**config.mk**
```make
export PLATFORM = sky130hd
export DESIGN_NAME = apu_frame_envelope_length_unit_flat
export DESIGN_NICKNAME = d
export VERILOG_FILES = /design/src/afelu_pkg.sv /design/src/afelu_if.sv /design/src/afelu_seq.sv /design/src/afelu_env.sv /design/src/afelu_len.sv /design/src/apu_frame_envelope_length_unit.sv /design/src/flat_wrapper.sv
export SDC_FILE = /design/constraint.sdc
export NUM_CORES = 1
export LEC_CHECK = 0
export ABC_AREA = 1
export ABC_CLOCK_PERIOD_IN_PS = 2400
export BUFFER_PORTS_ARGS = -buffer_cell sky130_fd_sc_hd__buf_2
export CAP_MARGIN = 20
export CORE_MARGIN = 5
export CORE_UTILIZATION = 49
export DETAILED_ROUTE_END_ITERATION = 10
export PLACE_DENSITY = 0.79
export SLEW_MARGIN = 10
export SYNTH_ARGS = -nofsm -noshare
export SYNTH_HDL_FRONTEND = slang
export SYNTH_SLANG_ARGS = --single-unit
```
**constraint.sdc**
```tcl
create_clock -name clk_i -period 2.4 [get_ports clk_i]
set_input_delay 0.24 -clock clk_i [delete_from_list [all_inputs] [get_ports clk_i]]
set_output_delay 0.24 -clock clk_i [all_outputs]
set_load 0.05 [all_outputs]
```
**src/afelu_pkg.sv**
```systemverilog
`timescale 1ns / 1ps
package afelu_pkg;

  localparam int unsigned NumEnv  = 3;
  localparam int unsigned NumLen  = 4;
  localparam int unsigned AddrW   = 5;
  localparam int unsigned DataW   = 8;
  localparam int unsigned LevelW  = 4;
  localparam int unsigned CountW  = 8;
  localparam int unsigned StepW   = 3;

  localparam logic [AddrW-1:0] RegPulseOneCtl = 5'h00;
  localparam logic [AddrW-1:0] RegPulseTwoCtl = 5'h04;
  localparam logic [AddrW-1:0] RegTriangleCtl = 5'h08;
  localparam logic [AddrW-1:0] RegNoiseCtl    = 5'h0C;
  localparam logic [AddrW-1:0] RegStatus      = 5'h15;
  localparam logic [AddrW-1:0] RegFrameCtl    = 5'h17;

  localparam logic [LevelW-1:0] LevelMax = 4'd15;

  typedef enum logic {
    CmdWrite = 1'b0,
    CmdTick  = 1'b1
  } cmd_e;

  typedef struct packed {
    logic restart;
    logic clock;
  } env_ctl_t;

  typedef struct packed {
    logic quarter;
    logic half;
  } frame_pulse_t;

  function automatic logic [CountW-1:0] len_lookup(input logic [4:0] idx);
    logic [CountW-1:0] val;
    case (idx)
      5'd0:    val = 8'd10;
      5'd1:    val = 8'd254;
      5'd2:    val = 8'd20;
      5'd3:    val = 8'd2;
      5'd4:    val = 8'd40;
      5'd5:    val = 8'd4;
      5'd6:    val = 8'd80;
      5'd7:    val = 8'd6;
      5'd8:    val = 8'd160;
      5'd9:    val = 8'd8;
      5'd10:   val = 8'd60;
      5'd11:   val = 8'd10;
      5'd12:   val = 8'd14;
      5'd13:   val = 8'd12;
      5'd14:   val = 8'd26;
      5'd15:   val = 8'd14;
      5'd16:   val = 8'd12;
      5'd17:   val = 8'd16;
      5'd18:   val = 8'd24;
      5'd19:   val = 8'd18;
      5'd20:   val = 8'd48;
      5'd21:   val = 8'd20;
      5'd22:   val = 8'd96;
      5'd23:   val = 8'd22;
      5'd24:   val = 8'd192;
      5'd25:   val = 8'd24;
      5'd26:   val = 8'd72;
      5'd27:   val = 8'd26;
      5'd28:   val = 8'd16;
      5'd29:   val = 8'd28;
      5'd30:   val = 8'd32;
      5'd31:   val = 8'd30;
      default: val = 8'd10;
    endcase
    return val;
  endfunction

  function automatic frame_pulse_t seq4_lookup(input logic [1:0] step);
    frame_pulse_t p;
    p.quarter = 1'b1;
    p.half    = step[0];
    return p;
  endfunction

  // steps 0 and 2 carry both pulses, 1 and 3 quarter only, 4 nothing
  function automatic frame_pulse_t seq5_lookup(input logic [StepW-1:0] step);
    frame_pulse_t p;
    case (step)
      3'd0, 3'd2: p = '{quarter: 1'b1, half: 1'b1};
      3'd1, 3'd3: p = '{quarter: 1'b1, half: 1'b0};
      default:    p = '{quarter: 1'b0, half: 1'b0};
    endcase
    return p;
  endfunction

endpackage

```
**src/afelu_if.sv**
```systemverilog
`timescale 1ns / 1ps
interface afelu_in_if import afelu_pkg::*; ();
  logic             valid;
  logic             ready;
  logic             command;
  logic [AddrW-1:0] reg_addr;
  logic [DataW-1:0] write_data;

  modport source (output valid, command, reg_addr, write_data, input ready);
  modport sink   (input valid, command, reg_addr, write_data, output ready);
endinterface

interface afelu_out_if import afelu_pkg::*; ();
  logic              valid;
  logic              ready;
  logic [LevelW-1:0] pulse_one_volume;
  logic [LevelW-1:0] pulse_two_volume;
  logic              triangle_active;
  logic [LevelW-1:0] noise_volume;
  logic [NumLen-1:0] length_nonzero;

  modport source (output valid, pulse_one_volume, pulse_two_volume, triangle_active,
                  noise_volume, length_nonzero, input ready);
  modport sink   (input valid, pulse_one_volume, pulse_two_volume, triangle_active,
                  noise_volume, length_nonzero, output ready);
endinterface

```
**src/afelu_seq.sv**
```systemverilog
`timescale 1ns / 1ps
module afelu_seq import afelu_pkg::*; (
  input  logic         clk_i,
  input  logic         rst_ni,
  input  logic         tick_i,
  input  logic         clear_i,
  input  logic         mode5_i,
  output frame_pulse_t pulse_o
);

  logic [StepW-1:0] step_q, step_d;
  logic [StepW-1:0] step5;
  frame_pulse_t     pulse;

  always_comb begin
    // a stale step beyond the 5-step range saturates to the idle step
    step5 = (step_q > 3'd4) ? 3'd4 : step_q;
    if (mode5_i) begin
      pulse = seq5_lookup(step5);
    end else begin
      pulse = seq4_lookup(step_q[1:0]);
    end
    step_d = step_q;
    if (clear_i) begin
      step_d = '0;
    end else if (tick_i) begin
      if (mode5_i) begin
        step_d = (step5 == 3'd4) ? 3'd0 : step5 + 3'd1;
      end else begin
        step_d = {1'b0, step_q[1:0] + 2'd1};
      end
    end
    pulse_o.quarter = tick_i & pulse.quarter;
    pulse_o.half    = tick_i & pulse.half;
  end

  always_ff @(posedge clk_i or negedge rst_ni) begin
    if (!rst_ni) begin
      step_q <= '0;
    end else begin
      step_q <= step_d;
    end
  end

endmodule

```
**src/afelu_env.sv**
```systemverilog
`timescale 1ns / 1ps
module afelu_env import afelu_pkg::*; (
  input  logic              clk_i,
  input  logic              rst_ni,
  input  env_ctl_t          ctl_i,
  input  logic [LevelW-1:0] period_i,
  input  logic              loop_i,
  output logic [LevelW-1:0] level_next_o
);

  logic [LevelW-1:0] level_q, level_d;
  logic [LevelW-1:0] div_q, div_d;
  logic              restart_q, restart_d;

  always_comb begin
    level_d   = level_q;
    div_d     = div_q;
    restart_d = restart_q;
    if (ctl_i.restart) begin
      restart_d = 1'b1;
    end else if (ctl_i.clock) begin
      if (restart_q) begin
        restart_d = 1'b0;
        level_d   = LevelMax;
        div_d     = period_i;
      end else if (div_q == '0) begin
        div_d = period_i;
        if (level_q != '0) begin
          level_d = level_q - 4'd1;
        end else if (loop_i) begin
          level_d = LevelMax;
        end
      end else begin
        div_d = div_q - 4'd1;
      end
    end
  end

  assign level_next_o = level_d;

  always_ff @(posedge clk_i or negedge rst_ni) begin
    if (!rst_ni) begin
      level_q   <= '0;
      div_q     <= '0;
      restart_q <= 1'b0;
    end else begin
      level_q   <= level_d;
      div_q     <= div_d;
      restart_q <= restart_d;
    end
  end

endmodule

```
**src/afelu_len.sv**
```systemverilog
`timescale 1ns / 1ps
module afelu_len import afelu_pkg::*; (
  input  logic              clk_i,
  input  logic              rst_ni,
  input  logic              load_i,
  input  logic [4:0]        load_idx_i,
  input  logic              dec_i,
  input  logic              halt_i,
  output logic [CountW-1:0] count_next_o
);

  logic [CountW-1:0] count_q, count_d;

  always_comb begin
    count_d = count_q;
    if (load_i) begin
      count_d = len_lookup(load_idx_i);
    end else if (dec_i && !halt_i && count_q != '0) begin
      count_d = count_q - 8'd1;
    end
  end

  assign count_next_o = count_d;

  always_ff @(posedge clk_i or negedge rst_ni) begin
    if (!rst_ni) begin
      count_q <= '0;
    end else begin
      count_q <= count_d;
    end
  end

endmodule

```
**src/apu_frame_envelope_length_unit.sv**
```systemverilog
`timescale 1ns / 1ps
// Envelope, length-counter and frame-sequencer control for two pulse voices, a
// triangle voice and a noise voice. Each input beat is a register write or a
// frame tick; each one yields exactly one output beat with the gated levels
// after the update. Throughput is one beat per cycle while the output is not
// stalled: the beat is captured in an input register, the state update and
// output gating run in one combinational pass, and the result lands in an
// output register. A stalled output holds the pipeline; the input register
// still takes a beat whenever it is empty or the output register can advance.
module apu_frame_envelope_length_unit import afelu_pkg::*; (
  input  logic clk_i,
  input  logic rst_ni,
  afelu_in_if.sink    in_i,
  afelu_out_if.source out_o
);

  logic             in_valid_q;
  logic             cmd_q;
  logic [AddrW-1:0] addr_q;
  logic [DataW-1:0] data_q;
  logic             advance, fire, is_tick, is_write;

  logic [DataW-1:0] ctl_p1_q, ctl_p1_d;
  logic [DataW-1:0] ctl_p2_q, ctl_p2_d;
  logic [DataW-1:0] ctl_nz_q, ctl_nz_d;
  logic             tri_halt_q, tri_halt_d;
  logic [3:0]       enable_q, enable_d;
  logic             mode5_q, mode5_d;

  logic [NumLen-1:0] len_load;
  logic [NumLen-1:0] len_halt;
  logic [NumEnv-1:0] env_restart;
  env_ctl_t          env_ctl [NumEnv];
  frame_pulse_t      frame_pulse;
  logic [LevelW-1:0] env_level [NumEnv];
  logic [CountW-1:0] len_count [NumLen];
  logic [NumLen-1:0] nz;

  logic              out_valid_q;
  logic [LevelW-1:0] p1_vol_q, p1_vol_d;
  logic [LevelW-1:0] p2_vol_q, p2_vol_d;
  logic              tri_act_q, tri_act_d;
  logic [LevelW-1:0] nz_vol_q, nz_vol_d;
  logic [NumLen-1:0] nz_q;

  assign advance  = !out_valid_q || out_o.ready;
  assign fire     = in_valid_q && advance;
  assign in_i.ready = !in_valid_q || advance;
  assign is_tick  = fire && (cmd_q == CmdTick);
  assign is_write = fire && (cmd_q == CmdWrite);

  always_ff @(posedge clk_i or negedge rst_ni) begin
    if (!rst_ni) begin
      in_valid_q <= 1'b0;
    end else if (in_i.ready) begin
      in_valid_q <= in_i.valid;
    end
  end

  always_ff @(posedge clk_i) begin
    if (in_i.valid && in_i.ready) begin
      cmd_q  <= in_i.command;
      addr_q <= in_i.reg_addr;
      data_q <= in_i.write_data;
    end
  end

  // Only the bytes that steer envelopes, lengths and gating are kept
  always_comb begin
    ctl_p1_d   = ctl_p1_q;
    ctl_p2_d   = ctl_p2_q;
    ctl_nz_d   = ctl_nz_q;
    tri_halt_d = tri_halt_q;
    enable_d   = enable_q;
    mode5_d    = mode5_q;
    if (is_write) begin
      if (addr_q == RegPulseOneCtl) ctl_p1_d = data_q;
      if (addr_q == RegPulseTwoCtl) ctl_p2_d = data_q;
      if (addr_q == RegNoiseCtl)    ctl_nz_d = data_q;
      if (addr_q == RegTriangleCtl) tri_halt_d = data_q[7];
      if (addr_q == RegStatus)      enable_d = data_q[3:0];
      if (addr_q == RegFrameCtl)    mode5_d = data_q[7];
    end
  end

  always_ff @(posedge clk_i or negedge rst_ni) begin
    if (!rst_ni) begin
      ctl_p1_q   <= '0;
      ctl_p2_q   <= '0;
      ctl_nz_q   <= '0;
      tri_halt_q <= 1'b0;
      enable_q   <= '0;
      mode5_q    <= 1'b0;
    end else begin
      ctl_p1_q   <= ctl_p1_d;
      ctl_p2_q   <= ctl_p2_d;
      ctl_nz_q   <= ctl_nz_d;
      tri_halt_q <= tri_halt_d;
      enable_q   <= enable_d;
      mode5_q    <= mode5_d;
    end
  end

  afelu_seq u_seq (
    .clk_i   (clk_i),
    .rst_ni  (rst_ni),
    .tick_i  (is_tick),
    .clear_i (is_write && (addr_q == RegFrameCtl)),
    .mode5_i (mode5_q),
    .pulse_o (frame_pulse)
  );

  // Writes to the fourth register of a voice reload its length
  always_comb begin
    for (int v = 0; v < NumLen; v++) begin
      len_load[v] = is_write && (addr_q[AddrW-1] == 1'b0) && (addr_q[1:0] == 2'b11)
                    && (addr_q[3:2] == 2'(v));
    end
    env_restart = {len_load[3], len_load[1], len_load[0]};
    len_halt    = {ctl_nz_q[5], tri_halt_q, ctl_p2_q[5], ctl_p1_q[5]};
    for (int e = 0; e < NumEnv; e++) begin
      env_ctl[e].restart = env_restart[e];
      env_ctl[e].clock   = frame_pulse.quarter;
    end
  end

  afelu_env u_env_p1 (
    .clk_i        (clk_i),
    .rst_ni       (rst_ni),
    .ctl_i        (env_ctl[0]),
    .period_i     (ctl_p1_q[3:0]),
    .loop_i       (ctl_p1_q[5]),
    .level_next_o (env_level[0])
  );

  afelu_env u_env_p2 (
    .clk_i        (clk_i),
    .rst_ni       (rst_ni),
    .ctl_i        (env_ctl[1]),
    .period_i     (ctl_p2_q[3:0]),
    .loop_i       (ctl_p2_q[5]),
    .level_next_o (env_level[1])
  );

  afelu_env u_env_nz (
    .clk_i        (clk_i),
    .rst_ni       (rst_ni),
    .ctl_i        (env_ctl[2]),
    .period_i     (ctl_nz_q[3:0]),
    .loop_i       (ctl_nz_q[5]),
    .level_next_o (env_level[2])
  );

  for (genvar v = 0; v < NumLen; v++) begin : g_len
    afelu_len u_len (
      .clk_i        (clk_i),
      .rst_ni       (rst_ni),
      .load_i       (len_load[v]),
      .load_idx_i   (data_q[7:3]),
      .dec_i        (frame_pulse.half),
      .halt_i       (len_halt[v]),
      .count_next_o (len_count[v])
    );
    assign nz[v] = (len_count[v] != '0);
  end

  // Gate each voice from the post-update state
  always_comb begin
    p1_vol_d  = '0;
    p2_vol_d  = '0;
    nz_vol_d  = '0;
    if (enable_d[0] && nz[0]) p1_vol_d = ctl_p1_d[4] ? ctl_p1_d[3:0] : env_level[0];
    if (enable_d[1] && nz[1]) p2_vol_d = ctl_p2_d[4] ? ctl_p2_d[3:0] : env_level[1];
    if (enable_d[3] && nz[3]) nz_vol_d = ctl_nz_d[4] ? ctl_nz_d[3:0] : env_level[2];
    tri_act_d = enable_d[2] && nz[2];
  end

  always_ff @(posedge clk_i or negedge rst_ni) begin
    if (!rst_ni) begin
      out_valid_q <= 1'b0;
    end else if (advance) begin
      out_valid_q <= in_valid_q;
    end
  end

  always_ff @(posedge clk_i) begin
    if (fire) begin
      p1_vol_q  <= p1_vol_d;
      p2_vol_q  <= p2_vol_d;
      tri_act_q <= tri_act_d;
      nz_vol_q  <= nz_vol_d;
      nz_q      <= nz;
    end
  end

  assign out_o.valid            = out_valid_q;
  assign out_o.pulse_one_volume = p1_vol_q;
  assign out_o.pulse_two_volume = p2_vol_q;
  assign out_o.triangle_active  = tri_act_q;
  assign out_o.noise_volume     = nz_vol_q;
  assign out_o.length_nonzero   = nz_q;

`ifndef SYNTHESIS
  a_out_from_fire: assert property (@(posedge clk_i) disable iff (!rst_ni)
    $rose(out_valid_q) |-> $past(fire))
    else $error("output beat appeared without an item leaving the input register");

  a_len_load_nonzero: assert property (@(posedge clk_i) disable iff (!rst_ni)
    (fire && (len_load != '0)) |=> ((nz_q & $past(len_load)) == $past(len_load)))
    else $error("length reload left a zero count");

  a_tri_gated: assert property (@(posedge clk_i) disable iff (!rst_ni)
    (out_valid_q && tri_act_q) |-> nz_q[2])
    else $error("triangle active with zero length");

  a_vol_gated: assert property (@(posedge clk_i) disable iff (!rst_ni)
    out_valid_q |-> ((p1_vol_q == '0 || nz_q[0]) && (p2_vol_q == '0 || nz_q[1])
                     && (nz_vol_q == '0 || nz_q[3])))
    else $error("voice level nonzero with zero length");
`endif

endmodule

```
**src/flat_wrapper.sv**
```systemverilog
// flat-port wrapper written by rule: the top's interface ports become plain ports
module apu_frame_envelope_length_unit_flat import afelu_pkg::*;
  (clk_i, rst_ni, in_i_valid, in_i_command, in_i_reg_addr, in_i_write_data, in_i_ready, out_o_valid, out_o_pulse_one_volume, out_o_pulse_two_volume, out_o_triangle_active, out_o_noise_volume, out_o_length_nonzero, out_o_ready);
  afelu_in_if in_i_i ();
  afelu_out_if out_o_i ();
  input  logic clk_i;
  input  logic rst_ni;
  input wire logic [$bits(in_i_i.valid)-1:0] in_i_valid;
  input wire logic [$bits(in_i_i.command)-1:0] in_i_command;
  input wire logic [$bits(in_i_i.reg_addr)-1:0] in_i_reg_addr;
  input wire logic [$bits(in_i_i.write_data)-1:0] in_i_write_data;
  output wire logic [$bits(in_i_i.ready)-1:0] in_i_ready;
  output wire logic [$bits(out_o_i.valid)-1:0] out_o_valid;
  output wire logic [$bits(out_o_i.pulse_one_volume)-1:0] out_o_pulse_one_volume;
  output wire logic [$bits(out_o_i.pulse_two_volume)-1:0] out_o_pulse_two_volume;
  output wire logic [$bits(out_o_i.triangle_active)-1:0] out_o_triangle_active;
  output wire logic [$bits(out_o_i.noise_volume)-1:0] out_o_noise_volume;
  output wire logic [$bits(out_o_i.length_nonzero)-1:0] out_o_length_nonzero;
  input wire logic [$bits(out_o_i.ready)-1:0] out_o_ready;
  assign in_i_i.valid = in_i_valid;
  assign in_i_i.command = in_i_command;
  assign in_i_i.reg_addr = in_i_reg_addr;
  assign in_i_i.write_data = in_i_write_data;
  assign in_i_ready = in_i_i.ready;
  assign out_o_valid = out_o_i.valid;
  assign out_o_pulse_one_volume = out_o_i.pulse_one_volume;
  assign out_o_pulse_two_volume = out_o_i.pulse_two_volume;
  assign out_o_triangle_active = out_o_i.triangle_active;
  assign out_o_noise_volume = out_o_i.noise_volume;
  assign out_o_length_nonzero = out_o_i.length_nonzero;
  assign out_o_i.ready = out_o_ready;
  apu_frame_envelope_length_unit u_core (.clk_i(clk_i), .rst_ni(rst_ni), .in_i(in_i_i), .out_o(out_o_i));
endmodule
```
==> results of run 1 <==
==> through the flow <==
step | utilization [%] | hold slack, ns | setup slack (ns) | power [mW] | area [um2]
finish | 59.3 | 0.0200 | 0.199 | 8.97 | 8290
global route | 59.3 | 0.00479 | 0.0332 | 9.70 | 8290
CTS | 59.1 | 0.00468 | 0.202 | 8.98 | 8270
detailed placement | 54.5 | 0.257 | 0.259 | 6.48 | 7630
global placement | 54.5 | 0.258 | 0.310 | 6.37 | 7630
floorplan | - | -0.0556 | 0.0302 | 5.66 | 7090
==> state kept, by name, indices dropped and copies added (netlist names), 3 cells and up, named ones only <==
| register | flops |
|---|---|
| u_core.data_q | 8 |
| u_core.out_o.pulse_two_volume | 4 |
| u_core.out_o.pulse_one_volume | 4 |
| u_core.out_o.noise_volume | 4 |
| u_core.ctl_nz_q | 6 |
| u_core.g_len.u_len.count_q | 32 |
| u_core.ctl_p1_q | 6 |
| u_core.u_env_p1.level_q | 4 |
| u_core.u_env_nz.div_q | 4 |
| u_core.addr_q | 5 |
| u_core.u_env_p2.div_q | 4 |
| u_core.u_env_p2.level_q | 4 |
| u_core.u_env_nz.level_q | 4 |
| u_core.enable_q | 4 |
| u_core.u_seq.step_q | 3 |
| u_core.ctl_p2_q | 6 |
| u_core.u_env_p1.div_q | 4 |
| u_core.out_o.length_nonzero | 4 |
==> power breakdown <==
group	total, mW	switching, mW	internal (mW)
Combinational	3.24	2.10	1.14
Sequential	3.29	0.482	2.81
Clock	2.44	1.01	1.43
==> worst max path at each step <==
stage	to	slack [ns]
2_1_floorplan	flip-flop	0.03
3_3_place_gp	u_core.out_o.pulse_two_volume[2]$_SDFFCE_PN0N_	0.31
5_1_grt	u_core.out_o.noise_volume[1]$_SDFFCE_PN0N_	0.03
6_report	u_core.out_o.pulse_two_volume[1]$_SDFFCE_PN0N_	0.20
3_5_place_dp	u_core.out_o.pulse_two_volume[1]$_SDFFCE_PN0N_	0.26
4_1_cts	u_core.out_o.noise_volume[1]$_SDFFCE_PN0N_	0.20
==> cell usage after synthesis, types with 4 or more instances <==
library cell and n:
nand2_1 312, nor2_2 6, nand2_2 12, nand2_4 4, nor3_1 8, inv_1 127
o21ai_0 65, nor2_1 85, xor2_1 13, dfrtp_1 88, clkbuf_1 4, nand3b_1 6
o22ai_1 6, ha_1 23, nand3_1 70, edfxtp_1 31, a21oi_1 32, dfxtp_1 7
o21ai_1 7
==> metal layers <==
metal | routed length [um] | global-route usage [%] | vias up
met5 | 0 | 0 | -
met4 | 580 | 9.66 | 0
met3 | 814 | 5.24 | 43
met2 | 8430 | 37.5 | 175
met1 | 7430 | 27.5 | 2838
li1 | - | - | 3157
==> layout make-up <==
class                   instances  area (um2)
clock buffers                  17         425
flip-flops and latches        126        3270
multi-input cells             672        3300
clock inverters                15         136
repair buffers                 65         435
fillers                      1229        5700
well taps                     180         225
inverters                     132         500
==> repair_timing <==
| action | in CTS | in global routing |
|---|---|---|
| buffers inserted | 0 | 0 |
| endpoints found under the setup margin | 0 | 5 |
| hold buffers | 8 | 1 |
| hold endpoints to repair | 44 | 1 |
| resized for setup | 0 | 3 |
==> critical path: stages, from the launching register on <==
cell     delay [ns]
dfrtp_1        0.35
inv_1          0.11
ha_1           0.23
nand2_1        0.08
nor2_1         0.05
nor2_1         0.28
nand2_4        0.13
nand2_1        0.08
nand3_1        0.08
nand2_1        0.10
nand2_1        0.06
nor2_1         0.11
nand2_1        0.11
nand2_2        0.13
nor2_1         0.06
==> cells by family (layout without fill, tap and decap cells) <==
logic type                 after synthesis  in the layout  share of synthesized area [%]
DFF                                    126            126                           46.3
AOI/OAI and AO/OA                      119            119                           8.96
buffers and inverters                  140            229                           7.61
and+or+nand+nor                        514            514                           31.1
adders and majority gates               23             23                           4.07
xor gates and xnor gates                16             16                           1.98
==> qor.yml, run 1 <==
grt_antenna_before_repair: 0
reg2reg_depth: 14
finalHoldViolations: 0
crit_path_end_kind: "flip-flop"
min_path_type: "input port to flip-flop"
clk_pin_slew_ns: 0.06
core_mm2: 0.0140
critPathLaunchType: "flip-flop"
syn_inst: 938
async_reset_ff_share_pct: 69.8
layout_commonest_cell: "nand2_1"
port_buffers: 36
grtUsageTotal_pct: 22.3
dr.pass1.iters: 7
die_h_um: 130
dp_cells: 1166
min_to: "u_core.addr_q[4]$_DFFE_PN_"
cp_max_fo: 8
r2r_slack_ns: 0.20
synthTopCellsByArea: "dfrtp_1, nand2_1, edfxtp_1"
grt_pass1_vias: 6203
initial_core_util_pct: 50.5
path_class: "flip-flop to flip-flop"
clock_sinks: 126
powerDensity_mw_per_mm2: 1080
grt_pass1_wl_mm: 29.6
layout_common_cells: "nand2_1, inv_1, dfrtp_1, nor2_1, nand3_1"
synth-main-ff-cell: "dfrtp_1"
drc_errors: 0
regToRegEndpoint: "u_core.out_o.pulse_two_volume[1]$_SDFFCE_PN0N_"
diodes: 0
rows: 43
min-delay-start: "in_i_reg_addr[4]"
final_layout_size_suffix_gt1_share_pct: 12.5
required_ns: 2.58
fin_setup_tns_ns: 0
clk_path_buf_depth: 2
critPathLaunch: "u_core.g_len[1].u_len.count_q[0]$_DFF_PN0_"
finClkSkew_ns: 0.00844
synth-seq-cells: 126
yosysUniqueCellTypes: 37
rr_startpoint: "u_core.g_len[1].u_len.count_q[0]$_DFF_PN0_"
worst_pin_slew_ns: 0.535
yosysSeqAreaShare_pct: 46.3
hold_path_depth: 1
cts_tree: "built"
die_area_mm2: 0.0169
syn_nets: 979
die_x_um: 130
cts_buffers: 17
gp_congestion: 0.954
period_share_pct: 91.7
fin_crit_ns: 2.20
synth_area_per_cell_um2: 7.54
slew-limit-headroom_pct: 63.9
drv_cap: 0
insertion_delay_ns: 0.43
clockRootBuffer: "clkbuf_16"
synth_edf_count: 31
fmax_ghz: 0.454
power.leakage_nw: 4.24
yosysTopAreaCell: "dfrtp_1"
maxSlewViolCount: 0
routedWlPerCell_um: 14.3
grt_max_degree: 47
crit_arrival_ns: 2.38
routed_via_density: 5.15
vdd_drop_max_mv: 0.658
drt_iter0_drc: 517
drt_wl_total_mm: 17.2
finalNonFillerCells: 1207
ioPinCount: 37
grt_overflow: 0
finalSetupViolCount: 0
yosysWarnings: 0
hpwl_mm: 12.7
nets: 1055
yosysTopAreaCellShare_pct: 31.2
cts_htree_levels: 4
synthToLayoutAreaGrowth_pct: 17.3
ant_nets: 0
status: "complete, no violations"
vias: 6213
rsz0062_at_grt: "no"
syn-cell-area_mm2: 0.00707
No activity file was read; power rests on OpenSTA's default activity.
==> run 2, diff against run 1 <==
--- a/config.mk
+++ b/config.mk
@@ -13,2 +13,3 @@
 export CORE_UTILIZATION = 49
+export CTS_CLUSTER_SIZE = 30
 export DETAILED_ROUTE_END_ITERATION = 10
==> constraint.sdc (replaced) <==
create_clock -name clk_i -period 2.4 [get_ports clk_i]
set_input_delay 0.12 -clock clk_i [delete_from_list [all_inputs] [get_ports clk_i]]
set_output_delay 0.12 -clock clk_i [all_outputs]
set_load 0.05 [all_outputs]
==> run 2 against run 1 <==
Compared with the run above:
- utilization up 0.64 points
- worst hold slack improved by 0.032 ns
- wire length is 1.4% lower
- via count increased by 1.2%
- first-iteration DRC count is 6.0% lower
- worst setup slack worse by 0.037 ns
- register-to-register slack lost 0.04 ns
- count of clock-buffer cells in the layout grew 9
- largest cell class unchanged
- highest routed layer unchanged
==> qor.yml, run 2 (synthesis gave the netlist of run 1 again) <==
slew-limit-headroom_pct: 61.7  # -2.3 points
layout_commonest_cell: "nand2_1"
ioPinCount: 37  # unchanged
drt_iter0_drc: 486  # -6.0%
nets: 1060  # +0.47%
rows: 43  # unchanged
powerDensity_mw_per_mm2: 1090  # +0.27%
layout_common_cells: "nand2_1, inv_1, dfrtp_1, nor2_1, nand3_1"
drt_wl_total_mm: 17.0  # -1.4%
required_ns: 2.58  # about the same
path_cells: "nor2_1, nand3_1, nor2_4, nand2_1, o21ai_1, inv_1, nand2_1, nand2_1, inv_1, nor2_1"
r2r_slack_ns: 0.16  # -0.04 ns
grtUsageTotal_pct: 21.4  # -0.92 points
largest_reg_flops: 32  # unchanged
die_area_mm2: 0.0169  # unchanged
grt_max_degree: 47  # unchanged
cts_buffers: 17  # unchanged
critPathMaxStageDelay_ns: 0.41  # +0.06 ns
dpl_cell_area_mm2: 0.00762  # about the same
clk_path_buf_depth: 2  # unchanged
routed_via_density: 5.19  # +0.82%
finalSetupViolCount: 0  # unchanged
crit_path_end_kind: "flip-flop"
die_h_um: 130  # unchanged
fin_crit_ns: 2.24  # +0.0366 ns
grt_overflow: 0  # unchanged
fin_setup_tns_ns: 0  # unchanged
clockRootBuffer: "clkbuf_16"
grt_antenna_before_repair: 0  # unchanged
finClkSkew_ns: 0.00697  # -0.00148 ns
fin_util_pct: 59.9  # +0.64 points
status: "complete, no violations"
crit_arrival_ns: 2.41  # +0.03 ns
vdd_drop_max_mv: 0.612  # -7.0%
cp_max_fo: 8  # unchanged
vias: 6290  # +1.2%
cp_slowest_cell: "edfxtp_1"
power.leakage_nw: 4.29  # +1.2%
ant_nets: 0  # unchanged
port_buffers: 36  # unchanged
min-delay-start: "out_o_ready"
critPathLaunchType: "flip-flop"
clock_sinks: 126  # unchanged
insertion_delay_ns: 0.42  # about the same
critPathLaunch: "u_core.addr_q[0]$_DFFE_PN_"
rsz0062_at_grt: "no"
core_mm2: 0.0140  # unchanged
grt_pass1_wl_mm: 28.4  # -4.0%
period_share_pct: 93.2  # +1.5 points
path_class: "flip-flop to flip-flop"
rr_startpoint: "u_core.addr_q[0]$_DFFE_PN_"
drv_cap: 0  # unchanged
final_layout_size_suffix_gt1_share_pct: 12.1  # -0.35 points
synthToLayoutAreaGrowth_pct: 18.6
clk_pin_slew_ns: 0.05  # about the same
whs_ns: 0.0519  # +0.0319 ns
cts_tree: "built"
gp_congestion: 0.970  # +1.7%
design_area_mm2: 0.00838  # +1.1%
grt_pass1_vias: 6067  # -2.2%
drc_errors: 0  # unchanged
min_path_type: "input port to flip-flop"
cp_common_cell: "nand2_1"
crit_family: "simple AND/OR/NAND/NOR gates"
path_buf_inv: 2  # +1
fmax_ghz: 0.447  # -1.6%
dr.pass1.iters: 8  # +1
finalHoldViolations: 0  # unchanged
diodes: 0  # unchanged
fin_total_pwr_mw: 9.10  # +1.4%
reg_top3: "u_core.g_len.u_len.count_q (32), u_core.data_q (8)"
worst_pin_slew_ns: 0.575  # +0.0395 ns
routedWlPerCell_um: 14.0  # -1.8%
maxSlewViolCount: 0  # unchanged
initial_core_util_pct: 50.5  # unchanged
regMostFlops: "u_core.g_len.u_len.count_q"
postCtsSetupBuffers: 0  # unchanged
die_x_um: 130  # unchanged
cts_htree_levels: 4  # unchanged
hpwl_mm: 12.4  # -3.1%
==> run 2: changes by cell type in the layout (fill, tap and decap cells not counted) <==
cell | before | now
clkinvlp_4 | 3 | 0
inv_6 | 5 | 0
clkinv_1 | 4 | 3
bufinv_16 | 1 | 2
clkbuf_1 | 0 | 3
clkinv_4 | 4 | 1
clkbuf_8 | 0 | 6
dlygate4sd3_1 | 9 | 15
buf_4 | 20 | 19
clkinv_2 | 2 | 4
==> run 2: final cells by class <==
type | instances | area (um2)
Inverter | 132 | 500
Tap cell | 180 | 225
Clock inverter | 6 | 80.1
Fill cell | 1205 | 5610
Sequential cell | 126 | 3270
Timing Repair Buffer | 70 | 488
Multi-Input combinational cell | 672 | 3300
Clock buffer | 26 | 519
==> run 2: power by group <==
group | switching (mW) | internal, mW | leakage [nW]
clock network | 0.877 | 1.69 | 0.300
registers | 0.479 | 2.81 | 1.44
logic | 2.10 | 1.14 | 2.55
total | 3.46 | 5.64 | 4.29
==> run 2: routing by layer <==
| metal | part of all wire, % | up-vias | global-route usage (%) |
|---|---|---|---|
| li1 | - | 3158 | - |
| met1 | 43 | 2896 | 26.5 |
| met2 | 49 | 205 | 36.6 |
| met3 | 5.4 | 31 | 5.12 |
| met4 | 2.1 | 0 | 7.58 |
| met5 | 0 | - | 0 |
==> run 2: repair_timing <==
item | in CTS | in global routing
hold buffers | 15 | 0
gates resized for setup | 0 | 3
endpoints found under the setup margin | 0 | 3
hold endpoints to repair | 56 | 0
==> run 2: worst reg2reg max path: cells and delay by family (launching register included) <==
family / cells / cell delay (ns)
AO/OA/AOI/OAI: 1 / 0.31
buffers and inverters: 2 / 0.20
flip-flops: 1 / 0.41
AND/OR/NAND/NOR: 7 / 1.08
==> run 2: final timing paths <==
kind	cells after the start	to
min in group asynchronous	2	u_core.in_valid_q$_DFFE_PN0N_
min reg2reg	2	u_core.g_len[2].u_len.count_q[6]$_DFF_PN0_
max in group asynchronous	3	u_core.u_env_p2.div_q[2]$_DFFE_PN0P_
max reg2reg	10	u_core.out_o.noise_volume[1]$_SDFFCE_PN0N_
min	4	u_core.in_valid_q$_DFFE_PN0N_
max	10	u_core.out_o.noise_volume[1]$_SDFFCE_PN0N_
==> run 2: through the flow <==
step | cells | setup slack (ns)
floorplan | 938 | 0.0302
global placement | 1165 | 0.304
detailed placement | 1165 | 0.221
CTS | 1212 | 0.209
global route | 1212 | 0.0390
finish | 1212 | 0.163
